<file path="config.mk">
export PLATFORM = sky130hd
export DESIGN_NAME = humidity_sensor_two_wire_master
export DESIGN_NICKNAME = d
export VERILOG_FILES = /design/src/design/hsm_pkg.sv /design/src/design/humidity_sensor_two_wire_master.sv /design/src/design/hsm_seq.sv
export SDC_FILE = /design/constraint.sdc
export NUM_CORES = 1
export LEC_CHECK = 0
export ABC_CLOCK_PERIOD_IN_PS = 3100
export BUFFER_PORTS_ARGS = -buffer_cell sky130_fd_sc_hd__buf_2
export CAP_MARGIN = 20
export CORE_MARGIN = 3
export CORE_UTILIZATION = 56
export CTS_BUF_LIST = sky130_fd_sc_hd__clkbuf_4 sky130_fd_sc_hd__clkbuf_8
export DETAILED_ROUTE_END_ITERATION = 10
export GPL_ROUTABILITY_DRIVEN = 0
export PLACE_DENSITY = 0.89
export SYNTH_ARGS = -nofsm -noshare
export SYNTH_HDL_FRONTEND = slang
export SYNTH_SLANG_ARGS = --single-unit
export TNS_END_PERCENT = 10
</file>
<file path="constraint.sdc">
create_clock -name clk -period 3.1 [get_ports clk]
set_input_delay 0.465 -clock clk [delete_from_list [all_inputs] [get_ports clk]]
set_output_delay 0.465 -clock clk [all_outputs]
set_load 0.01 [all_outputs]
</file>
<file path="src/design/hsm_pkg.sv">
// Shared types, codes and defaults for the two-wire humidity sensor bus master.
package hsm_pkg;

  // Command codes carried by the op field of an input transfer.
  localparam logic [2:0] OP_TICK      = 3'd0;
  localparam logic [2:0] OP_MEAS_TEMP = 3'd1;
  localparam logic [2:0] OP_MEAS_HUM  = 3'd2;
  localparam logic [2:0] OP_SOFT_RST  = 3'd3;
  localparam logic [2:0] OP_CONN_RST  = 3'd4;

  // Configuration register indexes.
  localparam logic [1:0] CFG_CMD_TEMP  = 2'd0;
  localparam logic [1:0] CFG_CMD_HUM   = 2'd1;
  localparam logic [1:0] CFG_CMD_SRST  = 2'd2;
  localparam logic [1:0] CFG_RDY_TMO   = 2'd3;

  localparam int CFG_IDX_W  = 2;
  localparam int CFG_DATA_W = 16;

  // Register reset values.
  localparam logic [7:0]  CMD_TEMP_RST = 8'd3;
  localparam logic [7:0]  CMD_HUM_RST  = 8'd5;
  localparam logic [7:0]  CMD_SRST_RST = 8'd30;
  localparam logic [15:0] RDY_TMO_RST  = 16'hFFFF;

  // Default number of clock pulses in a connection reset.
  localparam int RESET_CLOCKS_DEF = 9;

  typedef struct packed {
    logic [2:0] op;
    logic       sda_in;
  } in_item_t;

  typedef struct packed {
    logic        scl;
    logic        sda_release;
    logic        busy_res;
    logic        done_res;
    logic [1:0]  error_count;
    logic [15:0] value;
    logic [7:0]  checksum;
  } out_item_t;

  typedef struct packed {
    logic [7:0]  cmd_temperature;
    logic [7:0]  cmd_humidity;
    logic [7:0]  cmd_soft_reset;
    logic [15:0] ready_timeout;
  } cfg_t;

endpackage

</file>
<file path="src/design/humidity_sensor_two_wire_master.sv">
// Top level of the two-wire humidity and temperature sensor bus master.
//
// Each input transfer is one bus timing tick: it carries the sampled data
// line and an optional command (measure temperature, measure humidity, soft
// reset, connection reset), and produces exactly one result transfer with
// the clock and data line levels to drive until the next tick, plus busy,
// done and, on the finishing tick, the error count, the raw 16-bit value and
// the checksum byte. A command is taken only while the sequencer is idle;
// on any other tick it is ignored. The design accepts one tick per clock
// cycle: the sequencer state advances in the cycle a tick is accepted and
// the result lands in a single output register, which presents it in the
// next cycle; the throughput is one tick per cycle, limited only by the
// output register being taken. The configuration registers (command
// bytes and data-ready timeout) are written through a plain write port and
// should only be changed while no command sequence is in progress.
module humidity_sensor_two_wire_master
  import hsm_pkg::*;
#(
  parameter int RESET_CLOCKS = RESET_CLOCKS_DEF
) (
  input  logic                  clk,
  input  logic                  rst_n,
  input  logic                  in_valid,
  output logic                  in_ready,
  input  in_item_t              in_data,
  output logic                  out_valid,
  input  logic                  out_ready,
  output out_item_t             out_data,
  input  logic                  cfg_we,
  input  logic [CFG_IDX_W-1:0]  cfg_index,
  input  logic [CFG_DATA_W-1:0] cfg_data
);

  cfg_t      cfg_r;
  out_item_t res;
  out_item_t out_r;
  logic      out_valid_r;
  logic      step;

  // A new tick is taken whenever the output register is empty or its
  // current result is being transferred in this cycle.
  assign in_ready  = !out_valid_r || out_ready;
  assign step      = in_valid && in_ready;
  assign out_valid = out_valid_r;
  assign out_data  = out_r;

  // Configuration registers.
  always_ff @(posedge clk) begin
    if (!rst_n) begin
      cfg_r.cmd_temperature <= CMD_TEMP_RST;
      cfg_r.cmd_humidity    <= CMD_HUM_RST;
      cfg_r.cmd_soft_reset  <= CMD_SRST_RST;
      cfg_r.ready_timeout   <= RDY_TMO_RST;
    end else if (cfg_we) begin
      case (cfg_index)
        CFG_CMD_TEMP: cfg_r.cmd_temperature <= cfg_data[7:0];
        CFG_CMD_HUM:  cfg_r.cmd_humidity    <= cfg_data[7:0];
        CFG_CMD_SRST: cfg_r.cmd_soft_reset  <= cfg_data[7:0];
        CFG_RDY_TMO:  cfg_r.ready_timeout   <= cfg_data;
        default: ;
      endcase
    end
  end

  hsm_seq #(
    .RESET_CLOCKS(RESET_CLOCKS)
  ) u_seq (
    .clk  (clk),
    .rst_n(rst_n),
    .step (step),
    .item (in_data),
    .cfg  (cfg_r),
    .res  (res)
  );

  // Output register: holds the result until the downstream side takes it.
  always_ff @(posedge clk) begin
    if (!rst_n) begin
      out_valid_r <= 1'b0;
    end else if (step) begin
      out_valid_r <= 1'b1;
    end else if (out_ready) begin
      out_valid_r <= 1'b0;
    end
  end

  always_ff @(posedge clk) begin
    if (step) begin
      out_r <= res;
    end
  end

`ifndef NO_ASSERTIONS
  a_accept_gives_result: assert property (@(posedge clk) disable iff (!rst_n)
    in_valid && in_ready |=> out_valid)
    else $error("accepted tick produced no result");
`endif

endmodule

</file>
<file path="src/design/hsm_seq.sv">
// Bus sequencer: one bus step per accepted tick, result computed in the same cycle.
module hsm_seq
  import hsm_pkg::*;
#(
  parameter int RESET_CLOCKS = RESET_CLOCKS_DEF
) (
  input  logic      clk,
  input  logic      rst_n,
  input  logic      step,
  input  in_item_t  item,
  input  cfg_t      cfg,
  output out_item_t res
);

  typedef enum logic [4:0] {
    PH_IDLE    = 5'd0,
    PH_CR_HIGH = 5'd1,
    PH_CR_LOW  = 5'd2,
    PH_START   = 5'd3,
    PH_WR_DATA = 5'd4,
    PH_WR_HIGH = 5'd5,
    PH_WR_LOW  = 5'd6,
    PH_WR_REL  = 5'd7,
    PH_WR_ACKH = 5'd8,
    PH_WR_ACKL = 5'd9,
    PH_WAIT    = 5'd10,
    PH_RD_REL  = 5'd11,
    PH_RD_HIGH = 5'd12,
    PH_RD_LOW  = 5'd13,
    PH_RD_ACKD = 5'd14,
    PH_RD_ACKH = 5'd15,
    PH_RD_ACKL = 5'd16
  } phase_t;

  localparam logic [3:0] RstClocks = 4'(RESET_CLOCKS);

  phase_t      phase_r, phase_nxt;
  logic [2:0]  cmd_r, cmd_nxt;
  logic [3:0]  bit_cnt_r, bit_cnt_nxt;
  logic [7:0]  shift_r, shift_nxt;
  logic [1:0]  byte_idx_r, byte_idx_nxt;
  logic [15:0] wait_cnt_r, wait_cnt_nxt;
  logic [15:0] value_r, value_nxt;
  logic [7:0]  csum_r, csum_nxt;
  logic [1:0]  err_r, err_nxt;
  logic        scl_r, scl_nxt;
  logic        sda_r, sda_nxt;
  logic        busy, done;
  logic [3:0]  bit_inc;
  logic [15:0] wait_inc;

  assign bit_inc  = bit_cnt_r + 4'd1;
  assign wait_inc = wait_cnt_r + 16'd1;

  always_comb begin
    phase_nxt    = phase_r;
    cmd_nxt      = cmd_r;
    bit_cnt_nxt  = bit_cnt_r;
    shift_nxt    = shift_r;
    byte_idx_nxt = byte_idx_r;
    wait_cnt_nxt = wait_cnt_r;
    value_nxt    = value_r;
    csum_nxt     = csum_r;
    err_nxt      = err_r;
    scl_nxt      = scl_r;
    sda_nxt      = sda_r;
    busy         = 1'b1;
    done         = 1'b0;
    case (phase_r)
      PH_IDLE: begin
        if (item.op == OP_MEAS_TEMP || item.op == OP_MEAS_HUM ||
            item.op == OP_SOFT_RST || item.op == OP_CONN_RST) begin
          cmd_nxt      = item.op;
          bit_cnt_nxt  = '0;
          shift_nxt    = '0;
          byte_idx_nxt = '0;
          wait_cnt_nxt = '0;
          value_nxt    = '0;
          csum_nxt     = '0;
          err_nxt      = '0;
          scl_nxt      = 1'b0;
          sda_nxt      = 1'b1;
          phase_nxt    = (item.op == OP_SOFT_RST || item.op == OP_CONN_RST) ?
                         PH_CR_HIGH : PH_START;
        end else begin
          busy = 1'b0;
        end
      end
      PH_CR_HIGH: begin
        scl_nxt   = 1'b1;
        phase_nxt = PH_CR_LOW;
      end
      PH_CR_LOW: begin
        scl_nxt = 1'b0;
        if (bit_inc >= RstClocks) begin
          bit_cnt_nxt = '0;
          phase_nxt   = PH_START;
        end else begin
          bit_cnt_nxt = bit_inc;
          phase_nxt   = PH_CR_HIGH;
        end
      end
      PH_START: begin
        case (bit_cnt_r)
          4'd0:    scl_nxt = 1'b1;
          4'd1:    sda_nxt = 1'b0;
          4'd2:    scl_nxt = 1'b0;
          4'd3:    scl_nxt = 1'b1;
          4'd4:    sda_nxt = 1'b1;
          default: scl_nxt = 1'b0;
        endcase
        if (bit_cnt_r >= 4'd5) begin
          bit_cnt_nxt = '0;
          if (cmd_r == OP_CONN_RST) begin
            done = 1'b1;
          end else begin
            if (cmd_r == OP_MEAS_TEMP) shift_nxt = cfg.cmd_temperature;
            else if (cmd_r == OP_MEAS_HUM) shift_nxt = cfg.cmd_humidity;
            else shift_nxt = cfg.cmd_soft_reset;
            phase_nxt = PH_WR_DATA;
          end
        end else begin
          bit_cnt_nxt = bit_inc;
        end
      end
      PH_WR_DATA: begin
        sda_nxt   = shift_r[7];
        phase_nxt = PH_WR_HIGH;
      end
      PH_WR_HIGH: begin
        scl_nxt   = 1'b1;
        phase_nxt = PH_WR_LOW;
      end
      PH_WR_LOW: begin
        scl_nxt   = 1'b0;
        shift_nxt = {shift_r[6:0], 1'b0};
        if (bit_inc >= 4'd8) begin
          bit_cnt_nxt = '0;
          phase_nxt   = PH_WR_REL;
        end else begin
          bit_cnt_nxt = bit_inc;
          phase_nxt   = PH_WR_DATA;
        end
      end
      PH_WR_REL: begin
        sda_nxt   = 1'b1;
        phase_nxt = PH_WR_ACKH;
      end
      PH_WR_ACKH: begin
        scl_nxt = 1'b1;
        // A released data line during the acknowledge clock is a missing ack.
        if (item.sda_in && err_r != 2'd3) err_nxt = err_r + 2'd1;
        phase_nxt = PH_WR_ACKL;
      end
      PH_WR_ACKL: begin
        scl_nxt = 1'b0;
        if (cmd_r == OP_SOFT_RST) begin
          done = 1'b1;
        end else begin
          wait_cnt_nxt = '0;
          phase_nxt    = PH_WAIT;
        end
      end
      PH_WAIT: begin
        if (!item.sda_in) begin
          byte_idx_nxt = '0;
          phase_nxt    = PH_RD_REL;
        end else begin
          wait_cnt_nxt = wait_inc;
          if (wait_inc >= cfg.ready_timeout) begin
            if (err_r != 2'd3) err_nxt = err_r + 2'd1;
            byte_idx_nxt = '0;
            phase_nxt    = PH_RD_REL;
          end
        end
      end
      PH_RD_REL: begin
        sda_nxt     = 1'b1;
        shift_nxt   = '0;
        bit_cnt_nxt = '0;
        phase_nxt   = PH_RD_HIGH;
      end
      PH_RD_HIGH: begin
        scl_nxt   = 1'b1;
        shift_nxt = {shift_r[6:0], item.sda_in};
        phase_nxt = PH_RD_LOW;
      end
      PH_RD_LOW: begin
        scl_nxt     = 1'b0;
        bit_cnt_nxt = bit_inc;
        phase_nxt   = (bit_inc >= 4'd8) ? PH_RD_ACKD : PH_RD_HIGH;
      end
      PH_RD_ACKD: begin
        if (byte_idx_r == 2'd0) begin
          value_nxt = {shift_r, value_r[7:0]};
          sda_nxt   = 1'b0;
        end else if (byte_idx_r == 2'd1) begin
          value_nxt = {value_r[15:8], shift_r};
          sda_nxt   = 1'b0;
        end else begin
          csum_nxt = shift_r;
          sda_nxt  = 1'b1;
        end
        phase_nxt = PH_RD_ACKH;
      end
      PH_RD_ACKH: begin
        scl_nxt   = 1'b1;
        phase_nxt = PH_RD_ACKL;
      end
      PH_RD_ACKL: begin
        scl_nxt = 1'b0;
        if (byte_idx_r >= 2'd2) begin
          done = 1'b1;
        end else begin
          byte_idx_nxt = byte_idx_r + 2'd1;
          phase_nxt    = PH_RD_REL;
        end
      end
      default: begin
        phase_nxt = PH_IDLE;
        busy      = 1'b0;
      end
    endcase
    if (done) phase_nxt = PH_IDLE;
  end

  always_comb begin
    res.scl         = scl_nxt;
    res.sda_release = sda_nxt;
    res.busy_res    = busy;
    res.done_res    = done;
    res.error_count = done ? err_nxt : 2'd0;
    res.value       = done ? value_nxt : 16'd0;
    res.checksum    = done ? csum_nxt : 8'd0;
  end

  always_ff @(posedge clk) begin
    if (!rst_n) begin
      phase_r    <= PH_IDLE;
      cmd_r      <= '0;
      bit_cnt_r  <= '0;
      shift_r    <= '0;
      byte_idx_r <= '0;
      wait_cnt_r <= '0;
      value_r    <= '0;
      csum_r     <= '0;
      err_r      <= '0;
      scl_r      <= 1'b0;
      sda_r      <= 1'b1;
    end else if (step) begin
      phase_r    <= phase_nxt;
      cmd_r      <= cmd_nxt;
      bit_cnt_r  <= bit_cnt_nxt;
      shift_r    <= shift_nxt;
      byte_idx_r <= byte_idx_nxt;
      wait_cnt_r <= wait_cnt_nxt;
      value_r    <= value_nxt;
      csum_r     <= csum_nxt;
      err_r      <= err_nxt;
      scl_r      <= scl_nxt;
      sda_r      <= sda_nxt;
    end
  end

`ifndef NO_ASSERTIONS
  a_done_to_idle: assert property (@(posedge clk) disable iff (!rst_n)
    step && res.done_res |=> phase_r == PH_IDLE)
    else $error("sequencer did not return to idle after finishing");

  a_busy_when_active: assert property (@(posedge clk) disable iff (!rst_n)
    step && phase_r != PH_IDLE |-> res.busy_res)
    else $error("active step reported as not busy");

  a_write_bit_range: assert property (@(posedge clk) disable iff (!rst_n)
    (phase_r == PH_WR_DATA || phase_r == PH_WR_HIGH || phase_r == PH_WR_LOW)
      |-> bit_cnt_r < 4'd8)
    else $error("write bit counter out of range");
`endif

endmodule
</file>
==> run_results.csv <==
group,metric,value,unit
yosys,yosys_warnings,0,
placement,io_buffer_count,58,
yosys,syn_nets,900,
worst_hold_path,hold_path_class,"input port to flip-flop",
sta,clock_skew,0.00825,ns
sta,max_freq,316,MHz
floorplanning,rows,40,
run,maxCapViolations,0,
sta,finalMaxSlewViolations,0,
cells_and_area,drive_gt1_share,20.0,%
clock_network,clock-sinks,137,
clock_network,clkLatencyLatePin,0.47,ns
cells_and_area,fin_util,67.8,%
critical_path,critPathCapture,"u_seq.phase_r[0]",
critical_path,startpoint,"u_seq.wait_cnt_r[9]",
route,wire_per_inst,16.4,um
sta,maxSlewHeadroom,30.8,%
power_and_ir_drop,comb_power_share,12.1,%
critical_path,r2r_slack,-0.06,ns
power_and_ir_drop,total_leakage_power,3.35,nW
critical_path,cp_max_fo,4,
sta,rsz0062_at_grt,"true",
grt,grt_max_degree,42,
yosys,yosys.area.top_type,"dfxtp_1",
yosys,synth.distinct_cells,73,
sta,setup_slack,-0.0648,ns
power_and_ir_drop,p_switching,1.12,mW
power_and_ir_drop,ir_worst_vdd,0.567,mV
grt,grt-ovfl-total,0,
route,dr.pass1.iters,7,
floorplanning,core-area,0.0124,mm2
yosys,synth_edf_count,30,
clock_network,cts_tree,"yes",
grt,grt_pass1_wl,29500,um
route,vias_per_cell,6.06,
yosys,synth_top_area_share,29.5,%
run_status,violations,"negative setup slack",
yosys,synth_most_common_cell,"dfxtp_1",
critical_path,reg2reg_depth,11,
critical_path,worstPathArrival,3.56,ns
route,first_iter_violations,556,
run_status,outcome,"finished with violations",
placement,placedInstanceArea,0.00788,mm2
clock_network,cts_buffers,17,
sta,finalCriticalPeriod,3.16,ns
yosys,syn-instance-count,847,
yosys,async_reset_ff_share,0,%
clock_network,clock-root-buffer,"clkbuf_8",
power_and_ir_drop,p_per_area,472,mW/mm2
critical_path,critPathKind,"flip-flop to flip-flop",
critical_path,crit-reg2reg-capture,"u_seq.phase_r[0]",
placement,dp_hpwl,12100,um
grt,track_usage,25.4,%
yosys,syn_avg_cell_area,8.57,um2
cells_and_area,area_growth,15.4,%
clock_network,htreeDepth,4,
critical_path,r2r_start,"u_seq.wait_cnt_r[9]",
grt,antenna_found_initial,0,
floorplanning,die_h,120,um
sta,setup_viol,3,
floorplanning,start_util,58.7,%
power_and_ir_drop,p_clk_share,38.3,%
yosys,yosysSeqAreaShare,41.9,%
floorplanning,die_w,120,um
floorplanning,ios,59,
route,num_vias,6597,
sta,hold_violations,0,
cells_and_area,antenna_cells,0,
yosys,syn_area,0.00726,mm2
yosys,ys_ff_latch,137,
yosys,synth_area_leaders,"dfxtp_1 29%, edfxtp_1 12%, nor2_1 5.3%",
power_and_ir_drop,switching_share,28.3,%
route,drc,0,
power_and_ir_drop,internal_power,2.84,mW
clock_network,clk_pin_slew,0.08,ns
cells_and_area,n_fill_cell,943,
clock_network,clockBufferDepth,2,
yosys,ys_top_cells_by_count,"107 x dfxtp_1, 102 x nor2_1, 82 x nand2_1",
cells_and_area,fin_area,0.00838,mm2
critical_path,crit_path_end_kind,"flip-flop",
yosys,synth_flop_cell,"dfxtp_1",
worst_hold_path,hold_depth,3,
floorplanning,dieArea,0.0144,mm2
sta,final.period_utilization,102,%
power_and_ir_drop,power_frac_seq,49.6,%
sta,tightest_slew,1.03,ns
critical_path,cp_data_required_time,3.50,ns
cells_and_area,finalNetCount,961,
critical_path,startpoint_type,"flip-flop",
worst_hold_path,min_from,"cfg_data[10]",
route,drt-total-wl,17800,um
grt,grt_pass1_vias,6085,
route,drtAntennaViolNets,0,
==> worst max-delay path: stages, from the launching register on <==
cell       delay, ns
dfxtp_2         0.34
nand4_1         0.16
nor4_4          0.38
and3_4          0.26
xor2_2          0.06
ha_1            0.31
nand4_2         0.12
or3_4           0.41
a2111oi_4       0.33
nor4_4          0.07
or4b_1          0.49
a21oi_1         0.16
==> layout by cell type (no fill, tap or decap), drive strengths merged, types with 12 or more instances in the layout <==
| cell type | netlist | layout |
|---|---|---|
| nor2 | 104 | 104 |
| o21ai | 29 | 29 |
| nand3 | 37 | 37 |
| clkbuf | 42 | 20 |
| buf | 23 | 107 |
| dfxtp | 107 | 107 |
| nand3b | 14 | 14 |
| a21oi | 71 | 71 |
| or3 | 12 | 12 |
| inv | 32 | 37 |
| nand2 | 83 | 83 |
| o211ai | 17 | 17 |
| a211oi | 17 | 17 |
| ha | 26 | 26 |
| a22oi | 38 | 38 |
| mux2i | 29 | 29 |
| edfxtp | 30 | 30 |
==> what timing repair did <==
action / CTS / global route
resized for setup: 7 / 3
setup endpoints to repair: 9 / 10
pin swaps: 5 / 9
cloned: 0 / 0
setup buffers: 5 / 3
hold buffers: 0 / 0
==> power groups by stage <==
stage / clock network [mW] / logic (mW) / registers (mW)
6_report: 1.52 / 0.478 / 1.96
5_1_grt: 1.59 / 0.525 / 1.97
4_1_cts: 1.52 / 0.471 / 1.96
3_5_place_dp: 0 / 0.466 / 2.00
3_3_place_gp: 0 / 0.456 / 2.00
2_1_floorplan: 0 / 0.353 / 1.96
==> worst min-delay path by stage <==
stage | endpoint | slack (ns)
6_report | cfg_r[10] | 0.22
5_1_grt | cfg_r[13] | 0.24
4_1_cts | cfg_r[9] | 0.21
3_3_place_gp | cfg_r[16] | 0.44
2_1_floorplan | cfg_r[16] | 0.44
3_5_place_dp | cfg_r[16] | 0.45
==> through the flow <==
stage / hold slack, ns / setup slack [ns] / TNS [ns] / total power [mW] / cells
after floorplan: 0.436 / 0.00937 / 0 / 2.32 / 847
after global routing: 0.237 / -0.245 / -1.65 / 4.09 / 1089
final: 0.224 / -0.0648 / -0.171 / 3.96 / 1089
after CTS: 0.212 / -0.0000155 / -0.0000155 / 3.95 / 1086
after global placement: 0.443 / -0.0380 / -0.0428 / 2.45 / 1049
after detailed placement: 0.448 / -0.159 / -0.872 / 2.47 / 1049
==> per-layer routing <==
layer	vias up	global-route usage, %	part of all wire (%)
met2	303	40.1	47
li1	3160	-	-
met3	54	6.03	8.6
met4	0	11.9	3.3
met5	-	0	0
met1	3080	32.9	41
==> sequential cells by signal, indices dropped and copies added (netlist names), 3 cells and up <==
name              count
u_seq.value_r        16
u_seq.cmd_r           3
u_seq.phase_r         5
u_seq.csum_r          8
cfg_r                40
u_seq.bit_cnt_r       4
u_seq.wait_cnt_r     16
u_seq.shift_r         8
out_data             30
==> cells by family (layout without fill, tap and decap cells) <==
group / count (synthesis) / in the layout / synth area share (%)
muxes: 29 / 29 / 4.00
xor gates and xnor gates: 16 / 16 / 1.93
AOI/OAI and AO/OA: 214 / 214 / 19.7
DFF: 137 / 137 / 41.9
adders and majority gates: 26 / 26 / 4.48
buffers and inverters: 99 / 173 / 5.53
and+or+nand+nor: 326 / 326 / 22.4
==> final cells by class <==
class	count	area, um2	share of cell area, %
repair buffers	107	658	7.85
flip-flops and latches	137	3060	36.5
inverters	34	128	1.52
clock inverters	12	139	1.66
multi-input cells	611	3920	46.8
clock buffers	20	269	3.21
well taps	168	210	2.51
Power figures use the tool's default switching activity.
